--- src/rtl/ssss_pkg.sv ---
// ----------------------------------------------------------------------------
// ssss_pkg
// Types and codes shared by the sample set sort and statistics block.
// ----------------------------------------------------------------------------
package ssss_pkg;

  localparam int unsigned SAMPLE_W = 16;
  localparam int unsigned KIND_W   = 3;
  localparam int unsigned RES_W    = 48;

  localparam logic ACT_ADD   = 1'b0;
  localparam logic ACT_CLOSE = 1'b1;

  localparam logic [KIND_W-1:0] KIND_SAMPLE = 3'd0;
  localparam logic [KIND_W-1:0] KIND_MEAN   = 3'd1;
  localparam logic [KIND_W-1:0] KIND_MEDIAN = 3'd2;
  localparam logic [KIND_W-1:0] KIND_VAR    = 3'd3;
  localparam logic [KIND_W-1:0] KIND_SD     = 3'd4;

  typedef struct packed {
    logic                action;
    logic [SAMPLE_W-1:0] sample;
  } in_item_t;

  typedef struct packed {
    logic [KIND_W-1:0] result_kind;
    logic [RES_W-1:0]  result_value;
    logic              dropped_samples;
    logic              empty_set;
    logic              last;
  } out_item_t;

endpackage

--- src/rtl/ssss_ram.sv ---
// ----------------------------------------------------------------------------
// ssss_ram
// Generic single write, single read RAM with registered read data.
// ----------------------------------------------------------------------------
module ssss_ram #(
  parameter int unsigned WIDTH = 16,
  parameter int unsigned DEPTH = 32
) (
  input  logic                     clk_i,
  input  logic                     we_i,
  input  logic [$clog2(DEPTH)-1:0] waddr_i,
  input  logic [WIDTH-1:0]         wdata_i,
  input  logic                     re_i,
  input  logic [$clog2(DEPTH)-1:0] raddr_i,
  output logic [WIDTH-1:0]         rdata_o
);

  logic [WIDTH-1:0] mem [DEPTH];

  always_ff @(posedge clk_i) begin
    if (we_i) begin
      mem[waddr_i] <= wdata_i;
    end
    if (re_i) begin
      rdata_o <= mem[raddr_i];
    end
  end

endmodule

--- src/rtl/ssss_div.sv ---
// ----------------------------------------------------------------------------
// ssss_div
// Restoring divider, one quotient bit per cycle.
// ----------------------------------------------------------------------------
module ssss_div #(
  parameter int unsigned N_W = 48,
  parameter int unsigned D_W = 12
) (
  input  logic           clk_i,
  input  logic           rst_ni,
  input  logic           start_i,
  input  logic [N_W-1:0] dividend_i,
  input  logic [D_W-1:0] divisor_i,
  output logic           done_o,
  output logic [N_W-1:0] quotient_o
);

  localparam int unsigned CW = $clog2(N_W + 1);

  logic          run_q, run_d, done_q, done_d;
  logic [CW-1:0] cnt_q, cnt_d;
  logic [N_W-1:0] acc_q, acc_d;
  logic [D_W-1:0] rem_q, rem_d, dv_q, dv_d;
  logic [D_W:0]   rem_sh, rem_n;
  logic           ge;

  always_comb begin
    rem_sh = {rem_q, acc_q[N_W-1]};
    ge     = rem_sh >= {1'b0, dv_q};
    rem_n  = ge ? rem_sh - {1'b0, dv_q} : rem_sh;
    run_d  = run_q;
    cnt_d  = cnt_q;
    acc_d  = acc_q;
    rem_d  = rem_q;
    dv_d   = dv_q;
    done_d = 1'b0;
    if (start_i) begin
      run_d = 1'b1;
      cnt_d = CW'(N_W);
      acc_d = dividend_i;
      rem_d = '0;
      dv_d  = divisor_i;
    end else if (run_q) begin
      acc_d = {acc_q[N_W-2:0], ge};
      rem_d = rem_n[D_W-1:0];
      cnt_d = cnt_q - 1'b1;
      if (cnt_q == CW'(1)) begin
        run_d  = 1'b0;
        done_d = 1'b1;
      end
    end
  end

  always_ff @(posedge clk_i or negedge rst_ni) begin
    if (!rst_ni) begin
      run_q  <= 1'b0;
      done_q <= 1'b0;
      cnt_q  <= '0;
    end else begin
      run_q  <= run_d;
      done_q <= done_d;
      cnt_q  <= cnt_d;
    end
  end

  always_ff @(posedge clk_i) begin
    acc_q <= acc_d;
    rem_q <= rem_d;
    dv_q  <= dv_d;
  end

  assign done_o     = done_q;
  assign quotient_o = acc_q;

endmodule

--- src/rtl/ssss_front.sv ---
// ----------------------------------------------------------------------------
// ssss_front
// Accepts transactions and holds them in a two-entry queue for the back end.
// ----------------------------------------------------------------------------
module ssss_front (
  input  logic               clk_i,
  input  logic               rst_ni,
  input  logic               start,
  output logic               busy,
  input  ssss_pkg::in_item_t item_i,
  output logic               cmd_valid_o,
  output ssss_pkg::in_item_t cmd_o,
  input  logic               cmd_pop_i
);

  ssss_pkg::in_item_t slot_q [2];
  logic       wp_q, wp_d, rp_q, rp_d;
  logic [1:0] fill_q, fill_d;
  logic       push;

  assign busy        = fill_q == 2'd2;
  assign push        = start && !busy;
  assign cmd_valid_o = fill_q != 2'd0;
  assign cmd_o       = slot_q[rp_q];

  always_comb begin
    wp_d   = push ? ~wp_q : wp_q;
    rp_d   = cmd_pop_i ? ~rp_q : rp_q;
    fill_d = fill_q + {1'b0, push} - {1'b0, cmd_pop_i};
  end

  always_ff @(posedge clk_i or negedge rst_ni) begin
    if (!rst_ni) begin
      wp_q   <= 1'b0;
      rp_q   <= 1'b0;
      fill_q <= 2'd0;
    end else begin
      wp_q   <= wp_d;
      rp_q   <= rp_d;
      fill_q <= fill_d;
    end
  end

  always_ff @(posedge clk_i) begin
    if (push) begin
      slot_q[wp_q] <= item_i;
    end
  end

endmodule

--- src/rtl/ssss_back.sv ---
// ----------------------------------------------------------------------------
// ssss_back
// Stores samples; on close sorts, emits samples and computes the statistics (zero when empty).
// ----------------------------------------------------------------------------
module ssss_back #(
  parameter int unsigned MAX_SAMPLES = 32,
  parameter int unsigned SAMPLE_BITS = 16
) (
  input  logic                clk_i,
  input  logic                rst_ni,
  input  logic                cmd_valid_i,
  input  ssss_pkg::in_item_t  cmd_i,
  output logic                cmd_pop_o,
  output logic                res_valid_o,
  output ssss_pkg::out_item_t res_o
);

  localparam int unsigned AW    = $clog2(MAX_SAMPLES);
  localparam int unsigned CNT_W = $clog2(MAX_SAMPLES + 1);
  localparam int unsigned SB    = SAMPLE_BITS;
  localparam int unsigned SUM_W = SB + CNT_W;
  localparam int unsigned DEV_W = 2 * SB + CNT_W;
  localparam int unsigned QM_W  = DEV_W + CNT_W;
  localparam int unsigned Q_W   = QM_W + 8;
  localparam int unsigned N2_W  = 2 * CNT_W;
  localparam int unsigned SQ_W  = Q_W + (Q_W % 2);
  localparam int unsigned RT_W  = SQ_W / 2;
  localparam int unsigned RM_W  = RT_W + 3;
  localparam int unsigned SC_W  = $clog2(RT_W + 1);
  localparam int unsigned VW    = (Q_W > ssss_pkg::RES_W) ? Q_W : ssss_pkg::RES_W;
  localparam int unsigned RW    = ssss_pkg::RES_W;

  localparam logic [4:0] S_IDLE   = 5'd0;
  localparam logic [4:0] S_SI_RD  = 5'd1;
  localparam logic [4:0] S_SI_LD  = 5'd2;
  localparam logic [4:0] S_SJ_RD  = 5'd3;
  localparam logic [4:0] S_SJ_CMP = 5'd4;
  localparam logic [4:0] S_SI_END = 5'd5;
  localparam logic [4:0] S_EM_RD  = 5'd6;
  localparam logic [4:0] S_EM_OUT = 5'd7;
  localparam logic [4:0] S_MN_GO  = 5'd8;
  localparam logic [4:0] S_MN_WT  = 5'd9;
  localparam logic [4:0] S_MUL    = 5'd10;
  localparam logic [4:0] S_FRAC   = 5'd11;
  localparam logic [4:0] S_DV_RD  = 5'd12;
  localparam logic [4:0] S_DV_SUB = 5'd13;
  localparam logic [4:0] S_DV_SQ  = 5'd14;
  localparam logic [4:0] S_DV_ACC = 5'd15;
  localparam logic [4:0] S_QM     = 5'd16;
  localparam logic [4:0] S_VR_GO  = 5'd17;
  localparam logic [4:0] S_VR_WT  = 5'd18;
  localparam logic [4:0] S_SQRT   = 5'd19;
  localparam logic [4:0] S_OUT    = 5'd20;

  logic [4:0]       state_q, state_d;
  logic [CNT_W-1:0] cnt_q, cnt_d, i_q, i_d, j_q, j_d;
  logic             ovf_q, ovf_d, empty_q, empty_d;
  logic [SB-1:0]    cur_q, cur_d, med_a_q, med_a_d, med_b_q, med_b_d;
  logic [SB-1:0]    m_q, m_d, d_q, d_d;
  logic [SUM_W-1:0] sum_q, sum_d, prod_q, prod_d;
  logic [SUM_W+7:0] mean_q, mean_d;
  logic [N2_W-1:0]  nsq_q, nsq_d, fsq_q, fsq_d;
  logic [2*SB-1:0]  sq_q, sq_d;
  logic [DEV_W-1:0] dev_q, dev_d;
  logic [QM_W-1:0]  qm_q, qm_d;
  logic [VW-1:0]    var_q, var_d;
  logic [SQ_W-1:0]  rad_q, rad_d;
  logic [RM_W-1:0]  rem_q, rem_d, rem_sh, trial;
  logic [RT_W-1:0]  root_q, root_d;
  logic [SC_W-1:0]  sc_q, sc_d;
  logic [1:0]       k_q, k_d;
  logic             rv_q, rv_d;
  ssss_pkg::out_item_t res_q, res_d;

  logic             we, re;
  logic [AW-1:0]    waddr, raddr;
  logic [SB-1:0]    wdata, rdata;
  logic             div_start, div_done;
  logic [Q_W-1:0]   div_n, div_q;
  logic [N2_W-1:0]  div_d;
  logic [CNT_W-1:0] half, f_n;
  logic [SUM_W-1:0] f_w;
  logic [SB:0]      med2;
  logic [RW-1:0]    stat;

  ssss_ram #(.WIDTH(SB), .DEPTH(MAX_SAMPLES)) u_store (
    .clk_i  (clk_i),
    .we_i   (we),
    .waddr_i(waddr),
    .wdata_i(wdata),
    .re_i   (re),
    .raddr_i(raddr),
    .rdata_o(rdata)
  );

  ssss_div #(.N_W(Q_W), .D_W(N2_W)) u_div (
    .clk_i     (clk_i),
    .rst_ni    (rst_ni),
    .start_i   (div_start),
    .dividend_i(div_n),
    .divisor_i (div_d),
    .done_o    (div_done),
    .quotient_o(div_q)
  );

  assign half = cnt_q >> 1;
  assign f_w  = sum_q - prod_q;
  assign f_n  = f_w[CNT_W-1:0];
  assign med2 = cnt_q[0] ? {med_b_q, 1'b0} : {1'b0, med_a_q} + {1'b0, med_b_q};
  assign rem_sh = {rem_q[RM_W-3:0], rad_q[SQ_W-1:SQ_W-2]};
  assign trial  = RM_W'({root_q, 2'b01});

  always_comb begin
    case (k_q)
      2'd0:    stat = RW'(mean_q);
      2'd1:    stat = RW'(med2);
      2'd2:    stat = (var_q > VW'({RW{1'b1}})) ? {RW{1'b1}} : RW'(var_q);
      default: stat = RW'(root_q);
    endcase
  end

  always_comb begin
    state_d = state_q;  cnt_d = cnt_q;    i_d = i_q;      j_d = j_q;
    ovf_d = ovf_q;      empty_d = empty_q; cur_d = cur_q;
    med_a_d = med_a_q;  med_b_d = med_b_q; m_d = m_q;      d_d = d_q;
    sum_d = sum_q;      prod_d = prod_q;  mean_d = mean_q; nsq_d = nsq_q;
    fsq_d = fsq_q;      sq_d = sq_q;      dev_d = dev_q;  qm_d = qm_q;
    var_d = var_q;      rad_d = rad_q;    rem_d = rem_q;  root_d = root_q;
    sc_d = sc_q;        k_d = k_q;        rv_d = 1'b0;    res_d = res_q;
    we = 1'b0;  waddr = cnt_q[AW-1:0];  wdata = cur_q;
    re = 1'b0;  raddr = i_q[AW-1:0];
    div_start = 1'b0;
    div_n = Q_W'({sum_q, 8'd0});
    div_d = N2_W'(cnt_q);
    cmd_pop_o = 1'b0;
    case (state_q)
      S_IDLE: begin
        if (cmd_valid_i) begin
          cmd_pop_o = 1'b1;
          if (cmd_i.action == ssss_pkg::ACT_ADD) begin
            if (cnt_q < CNT_W'(MAX_SAMPLES)) begin
              we    = 1'b1;
              wdata = SB'(cmd_i.sample);
              cnt_d = cnt_q + 1'b1;
            end else begin
              ovf_d = 1'b1;
            end
          end else if (cnt_q == '0) begin
            empty_d = 1'b1;
            k_d     = 2'd0;
            state_d = S_OUT;
          end else begin
            i_d     = '0;
            sum_d   = '0;
            state_d = (cnt_q == CNT_W'(1)) ? S_EM_RD : S_SI_RD;
          end
        end
      end
      S_SI_RD: begin
        re      = 1'b1;
        state_d = S_SI_LD;
      end
      S_SI_LD: begin
        cur_d   = rdata;
        j_d     = i_q + 1'b1;
        state_d = S_SJ_RD;
      end
      S_SJ_RD: begin
        re      = 1'b1;
        raddr   = j_q[AW-1:0];
        state_d = S_SJ_CMP;
      end
      S_SJ_CMP: begin
        if (cur_q > rdata) begin
          we    = 1'b1;
          waddr = j_q[AW-1:0];
          cur_d = rdata;
        end
        j_d     = j_q + 1'b1;
        state_d = (j_q + 1'b1 == cnt_q) ? S_SI_END : S_SJ_RD;
      end
      S_SI_END: begin
        we    = 1'b1;
        waddr = i_q[AW-1:0];
        if (i_q + 1'b1 == cnt_q - 1'b1) begin
          i_d     = '0;
          state_d = S_EM_RD;
        end else begin
          i_d     = i_q + 1'b1;
          state_d = S_SI_RD;
        end
      end
      S_EM_RD: begin
        re      = 1'b1;
        state_d = S_EM_OUT;
      end
      S_EM_OUT: begin
        rv_d  = 1'b1;
        res_d = '{result_kind: ssss_pkg::KIND_SAMPLE, result_value: RW'(rdata),
                  dropped_samples: ovf_q, empty_set: 1'b0, last: 1'b0};
        sum_d = sum_q + SUM_W'(rdata);
        if (i_q == half - 1'b1) med_a_d = rdata;
        if (i_q == half) med_b_d = rdata;
        i_d     = i_q + 1'b1;
        state_d = (i_q + 1'b1 == cnt_q) ? S_MN_GO : S_EM_RD;
      end
      S_MN_GO: begin
        div_start = 1'b1;
        state_d   = S_MN_WT;
      end
      S_MN_WT: begin
        if (div_done) begin
          mean_d  = div_q[SUM_W+7:0];
          m_d     = div_q[SB+7:8];
          state_d = S_MUL;
        end
      end
      S_MUL: begin
        prod_d  = m_q * cnt_q;
        nsq_d   = cnt_q * cnt_q;
        state_d = S_FRAC;
      end
      S_FRAC: begin
        fsq_d   = f_n * f_n;
        dev_d   = '0;
        i_d     = '0;
        state_d = S_DV_RD;
      end
      S_DV_RD: begin
        re      = 1'b1;
        state_d = S_DV_SUB;
      end
      S_DV_SUB: begin
        d_d     = (rdata > m_q) ? rdata - m_q : m_q - rdata;
        state_d = S_DV_SQ;
      end
      S_DV_SQ: begin
        sq_d    = d_q * d_q;
        state_d = S_DV_ACC;
      end
      S_DV_ACC: begin
        dev_d   = dev_q + DEV_W'(sq_q);
        i_d     = i_q + 1'b1;
        state_d = (i_q + 1'b1 == cnt_q) ? S_QM : S_DV_RD;
      end
      S_QM: begin
        qm_d    = dev_q * cnt_q;
        state_d = S_VR_GO;
      end
      S_VR_GO: begin
        div_start = 1'b1;
        div_n     = {qm_q - QM_W'(fsq_q), 8'd0};
        div_d     = nsq_q;
        state_d   = S_VR_WT;
      end
      S_VR_WT: begin
        if (div_done) begin
          var_d   = VW'(div_q);
          rad_d   = SQ_W'(div_q);
          rem_d   = '0;
          root_d  = '0;
          sc_d    = SC_W'(RT_W);
          state_d = S_SQRT;
        end
      end
      S_SQRT: begin
        if (rem_sh >= trial) begin
          rem_d  = rem_sh - trial;
          root_d = {root_q[RT_W-2:0], 1'b1};
        end else begin
          rem_d  = rem_sh;
          root_d = {root_q[RT_W-2:0], 1'b0};
        end
        rad_d = {rad_q[SQ_W-3:0], 2'b00};
        sc_d  = sc_q - 1'b1;
        if (sc_q == SC_W'(1)) begin
          k_d     = 2'd0;
          state_d = S_OUT;
        end
      end
      S_OUT: begin
        rv_d  = 1'b1;
        res_d = '{result_kind: ssss_pkg::KIND_MEAN + ssss_pkg::KIND_W'(k_q),
                  result_value: empty_q ? '0 : stat,
                  dropped_samples: ovf_q, empty_set: empty_q,
                  last: k_q == 2'd3};
        k_d = k_q + 1'b1;
        if (k_q == 2'd3) begin
          cnt_d   = '0;
          ovf_d   = 1'b0;
          empty_d = 1'b0;
          state_d = S_IDLE;
        end
      end
      default: state_d = S_IDLE;
    endcase
  end

  always_ff @(posedge clk_i or negedge rst_ni) begin
    if (!rst_ni) begin
      state_q <= S_IDLE;
      cnt_q   <= '0;
      ovf_q   <= 1'b0;
      empty_q <= 1'b0;
      rv_q    <= 1'b0;
      i_q     <= '0;
      j_q     <= '0;
      k_q     <= '0;
      sc_q    <= '0;
    end else begin
      state_q <= state_d;
      cnt_q   <= cnt_d;
      ovf_q   <= ovf_d;
      empty_q <= empty_d;
      rv_q    <= rv_d;
      i_q     <= i_d;
      j_q     <= j_d;
      k_q     <= k_d;
      sc_q    <= sc_d;
    end
  end

  always_ff @(posedge clk_i) begin
    cur_q <= cur_d;  med_a_q <= med_a_d;  med_b_q <= med_b_d;
    m_q <= m_d;      d_q <= d_d;          sum_q <= sum_d;
    prod_q <= prod_d; mean_q <= mean_d;   nsq_q <= nsq_d;
    fsq_q <= fsq_d;  sq_q <= sq_d;        dev_q <= dev_d;
    qm_q <= qm_d;    var_q <= var_d;      rad_q <= rad_d;
    rem_q <= rem_d;  root_q <= root_d;    res_q <= res_d;
  end

  assign res_valid_o = rv_q;
  assign res_o       = res_q;

endmodule

--- src/rtl/sample_set_sort_and_statistics_top.sv ---
// ----------------------------------------------------------------------------
// sample_set_sort_and_statistics_top
// Sample store with exchange sort, mean, median, variance and deviation.
// ----------------------------------------------------------------------------
// Add transactions: one per cycle sustained while no close is in progress.
// Close time is set by the single RAM read port in the sort loop and the
// bit-serial divider and square root; the divider width is
// 2*SAMPLE_BITS + 2*clog2(MAX_SAMPLES+1) + 8.
// busy is high while the two-entry queue is full; results cannot be stalled.
// Reset is asynchronous and clears count and flags; store contents undefined.
module sample_set_sort_and_statistics_top #(
  parameter int unsigned MAX_SAMPLES = 32,
  parameter int unsigned SAMPLE_BITS = 16
) (
  input  logic                clk_i,
  input  logic                rst_ni,
  input  logic                start,
  output logic                busy,
  input  ssss_pkg::in_item_t  item_i,
  output logic                result_valid_o,
  output ssss_pkg::out_item_t result_o
);

  logic               cmd_valid, cmd_pop;
  ssss_pkg::in_item_t cmd;

  ssss_front u_front (
    .clk_i      (clk_i),
    .rst_ni     (rst_ni),
    .start      (start),
    .busy       (busy),
    .item_i     (item_i),
    .cmd_valid_o(cmd_valid),
    .cmd_o      (cmd),
    .cmd_pop_i  (cmd_pop)
  );

  ssss_back #(.MAX_SAMPLES(MAX_SAMPLES), .SAMPLE_BITS(SAMPLE_BITS)) u_back (
    .clk_i      (clk_i),
    .rst_ni     (rst_ni),
    .cmd_valid_i(cmd_valid),
    .cmd_i      (cmd),
    .cmd_pop_o  (cmd_pop),
    .res_valid_o(result_valid_o),
    .res_o      (result_o)
  );

  a_last_is_sd: assert property (@(posedge clk_i) disable iff (!rst_ni)
    result_valid_o && result_o.last |-> result_o.result_kind == ssss_pkg::KIND_SD)
    else $error("last flag on a result other than the deviation");

  a_empty_zero: assert property (@(posedge clk_i) disable iff (!rst_ni)
    result_valid_o && result_o.empty_set |->
      result_o.result_kind != ssss_pkg::KIND_SAMPLE && result_o.result_value == '0)
    else $error("empty set produced a sample or nonzero statistic");

  a_sample_range: assert property (@(posedge clk_i) disable iff (!rst_ni)
    result_valid_o && result_o.result_kind == ssss_pkg::KIND_SAMPLE |->
      (result_o.result_value >> SAMPLE_BITS) == '0)
    else $error("sorted sample exceeds sample width");

endmodule

--- config.mk ---
export PLATFORM = sky130hd
export DESIGN_NAME = sample_set_sort_and_statistics_top
export DESIGN_NICKNAME = d
export VERILOG_FILES = /design/src/rtl/ssss_pkg.sv /design/src/rtl/ssss_ram.sv /design/src/rtl/ssss_div.sv /design/src/rtl/ssss_front.sv /design/src/rtl/ssss_back.sv /design/src/rtl/sample_set_sort_and_statistics_top.sv
export SDC_FILE = /design/constraint.sdc
export NUM_CORES = 2
export LEC_CHECK = 0
export ABC_AREA = 1
export BUFFER_PORTS_ARGS = -buffer_cell sky130_fd_sc_hd__buf_2
export CORE_ASPECT_RATIO = 0.75
export CORE_UTILIZATION = 42
export DETAILED_ROUTE_END_ITERATION = 8
export PLACE_DENSITY = 0.6
export SLEW_MARGIN = 20
export SYNTH_ARGS = -nofsm -noshare
export SYNTH_HDL_FRONTEND = slang
export SYNTH_HIERARCHICAL = 1
export SYNTH_SLANG_ARGS = --single-unit
--- constraint.sdc ---
create_clock -name clk_i -period 7.7 [get_ports clk_i]
set_clock_uncertainty 0.15 [all_clocks]
set_input_delay 1.54 -clock clk_i [delete_from_list [all_inputs] [get_ports clk_i]]
set_output_delay 1.54 -clock clk_i [all_outputs]
set_load 0.05 [all_outputs]
==> results.py <==
metrics = {
    "sta": {
        "period_minus_slack_ps": 6480,
        "whs_ps": 322,
        "tightest_slew_ps": 1100,
        "finalSetupTns_ps": 0,
        "rsz0062_at_grt": "false",
        "relSlewSlack_pct": 26.1,
        "finalMaxSlewViolations": 0,
        "max_freq_ghz": 0.154,
        "setup_violations": 0,
        "finalHoldViolCount": 0,
        "final.period_utilization_pct": 84.2,
    },
    "clocking": {
        "post_cts.repair.setup_buffers": 0,
        "clkSlewWorstSetupHoldPaths_ps": 60,
        "cts-root-buf": "clkbuf_16",
        "numClockSinks": 1150,
        "postCtsHoldBufs": 0,
        "htreeDepth": 3,
        "clock_path_buffers": 3,
        "numCtsBuffers": 120,
        "clock_latency_ps": 800,
        "cts_resized": 0,
        "cts_tree": "yes",
    },
    "floorplanning": {
        "fp.dieW_um": 487,
        "start_util_pct": 42.3,
        "dieArea_um2": 178000,
        "die_h_um": 366,
        "pin_count": 76,
        "rows": 133,
        "core-area_um2": 175000,
    },
    "critical_path": {
        "arrival_ps": 6790,
        "path_common_cell": "fa_1",
        "worstPathMaxFanout": 17,
        "cp_slowest_cell": "edfxtp_1",
        "cp_num_buf_inv": 3,
        "critical_path_class": "register to register",
        "end_kind": "register",
        "worst-endpoint-required_ps": 8010,
        "cp_top_family": "adder cells",
        "path_cells": "nand2_1 > fa_1 > inv_1 > fa_1 > fa_1 > fa_1 > fa_1 > inv_1 > fa_1 > inv_1 > ha_1 > nand2_1 > nor3_1 > nand4_1 > nand3_1 > a21oi_1 > xnor2_1",
        "worst_path_largest_cell_delay_ps": 860,
        "start_kind": "register",
    },
    "global_routing": {
        "grt_antenna_before_repair": 7,
        "grt.overflow.total": 0,
        "grt_pass1_wl_um": 322000,
        "grt_usage_pct": 23.4,
        "grt_pass1_vias": 54300,
        "grt_max_degree": 187,
    },
    "synthesis": {
        "synth_top_flop_cell": "edfxtp_1",
        "yosysMostFrequentCell": "nand2_1",
        "yosys.cell_types.count": 72,
        "yosysSeqAreaShare_pct": 46.2,
        "yosys_warnings": 6,
        "synth_cells": 8219,
        "synth_enable_flop_cells": 1093,
        "syn_area_um2": 74000,
        "synth-async-reset-ratio_pct": 3.91,
        "syn_avg_cell_area_um2": 9.00,
        "synth_top_area_share_pct": 44.4,
        "synthTopCellsByArea": "edfxtp_1 (44%), nand2_1 (12%), fa_1 (9.1%)",
        "yosysTopAreaCell": "edfxtp_1",
        "netlist_top_cells_count": "nand2_1 (2,464), edfxtp_1 (1,093), inv_1 (1,088)",
        "ys_ff_latch": 1150,
    },
    "final_layout": {
        "layout-drive-gt1-share_pct": 6.12,
        "layoutNonFillerInstCount": 10700,
        "final_util_pct": 46.1,
        "nFillCells": 16700,
        "syn_to_final_growth_pct": 9.09,
        "layout.nets": 8956,
    },
    "detailed_routing": {
        "drc": 0,
        "wirelength_um": 207000,
        "via_per_inst": 5.23,
        "first_pass_iters": 5,
        "ant_nets": 0,
        "wl_per_cell_um": 19.4,
        "num_vias": 55900,
        "drtIter0Drc": 5287,
    },
    "placed_design": {
        "gp_congestion": 0.967,
        "numPortBuffers": 75,
        "dp_hpwl_um": 151000,
        "placedCellCount": 10500,
    },
    "power": {
        "ir_worst_vdd_uv": 423,
        "p_per_area_nw_per_um2": 350,
        "p_leak_nw": 35.8,
        "finalPower_mw": 28.2,
    },
    "run_status": {
        "outcome": "complete, no violations",
    },
    "worst_hold_path": {
        "hold_path.class": "register to register",
    },
    "flow_run": {
        "maxCapViolations": 0,
    },
}
[metal layers]
metal	wire length (µm)	vias to the layer above	track usage, %
met5	13	-	0
met4	3910	2	4.82
met3	16300	246	4.02
met2	87000	1893	34.6
met1	99900	26900	35.6
li1	-	26800	-
[where the power goes]
part           switching, mW  leakage (nW)  total (mW)  internal (mW)
Sequential             0.814          10.7        9.56           8.75
Combinational           8.84          23.1        12.6           3.73
Clock                   2.59          2.04        6.12           3.53
[through the flow]
stage	cell area [µm²]	setup slack [ps]
after detailed placement	76500	1310
after floorplan	74000	1860
final	80700	1220
after global placement	76500	1410
after CTS	80700	1190
after global routing	80700	798
[worst reg2reg max path: cells and delay by family, from the launching register on]
kind            cells  cell delay [ps]
compound gates      1              110
xor+xnor            1              140
fa+ha+maj           7             3540
buf+inv             3              140
flops               1              860
simple gates        5             1190
[final cells by class]
| cell class | count | area, µm² | area share, % |
|---|---|---|---|
| multi-input combinational | 5680 | 34200 | 42.3 |
| inverter | 1115 | 4200 | 5.20 |
| sequential | 1150 | 34200 | 42.4 |
| clock buffer | 135 | 3110 | 3.85 |
| tap | 2362 | 2960 | 3.66 |
| clock inverter | 92 | 1060 | 1.31 |
| timing repair buffer | 159 | 1050 | 1.30 |
| antenna | 1 | 2.50 | 0.00310 |
[worst paths after layout]
kind	startpoint	endpoint	slack, ps	depth (start not counted)
min in group asynchronous	rst_ni	u_back/res_valid_o	790	2
min reg2reg	u_back/u_div/rem_q[8]	u_back/u_div/rem_q[8]	320	2
min	u_back/u_div/rem_q[8]	u_back/u_div/rem_q[8]	320	2
max reg2reg	u_back/d_q[4]	u_back/sq_q[25]	1220	17
max in group asynchronous	rst_ni	u_back/cnt_q[0]	5940	2
max	u_back/d_q[4]	u_back/sq_q[25]	1220	17
[layout by cell type (no fill, tap or decap), types with 75 or more instances in the layout]
cell,instances
inv_1,1084
nand2_1,2463
fa_1,336
buf_4,80
nand3_1,648
nor2_1,634
ha_1,374
a21oi_1,326
buf_2,75
clkbuf_16,122
xor2_1,126
edfxtp_1,1093
o21ai_0,262
[state kept, by name (all words and copies together) (netlist names), 15 cells and up]
register	count
u_back/med_a_q	16
u_back/var_q	52
u_back/dev_q	38
u_back/rad_q	52
u_back/sum_q	22
u_back/mean_q	15
u_back/sq_q	31
u_back/root_q	26
u_back/qm_q	44
u_back/u_div/quotient_o	52
u_back/med_b_q	16
u_front/slot_q	34
u_back/u_store/rdata_o	16
u_back/rem_q	27
u_back/m_q	15
u_back/u_store/mem	512
u_back/res_o	53
u_back/cur_q	16
u_back/d_q	16
[kinds of logic (layout without fill, tap and decap cells)]
| logic type | Yosys count | in the layout | synth area share, % |
|---|---|---|---|
| buffers and inverters | 1396 | 1501 | 7.81 |
| flip-flops | 1150 | 1150 | 46.2 |
| AND/OR/NAND/NOR | 3966 | 3966 | 22.0 |
| XOR/XNOR | 183 | 183 | 2.17 |
| adder cells (fa/ha/maj) | 710 | 710 | 15.4 |
| other | 1 | 9 | 0.00507 |
| multiplexers | 17 | 17 | 0.259 |
| AO/OA/AOI/OAI | 796 | 796 | 6.11 |
Note: power is estimated with default switching activity, not from simulation.
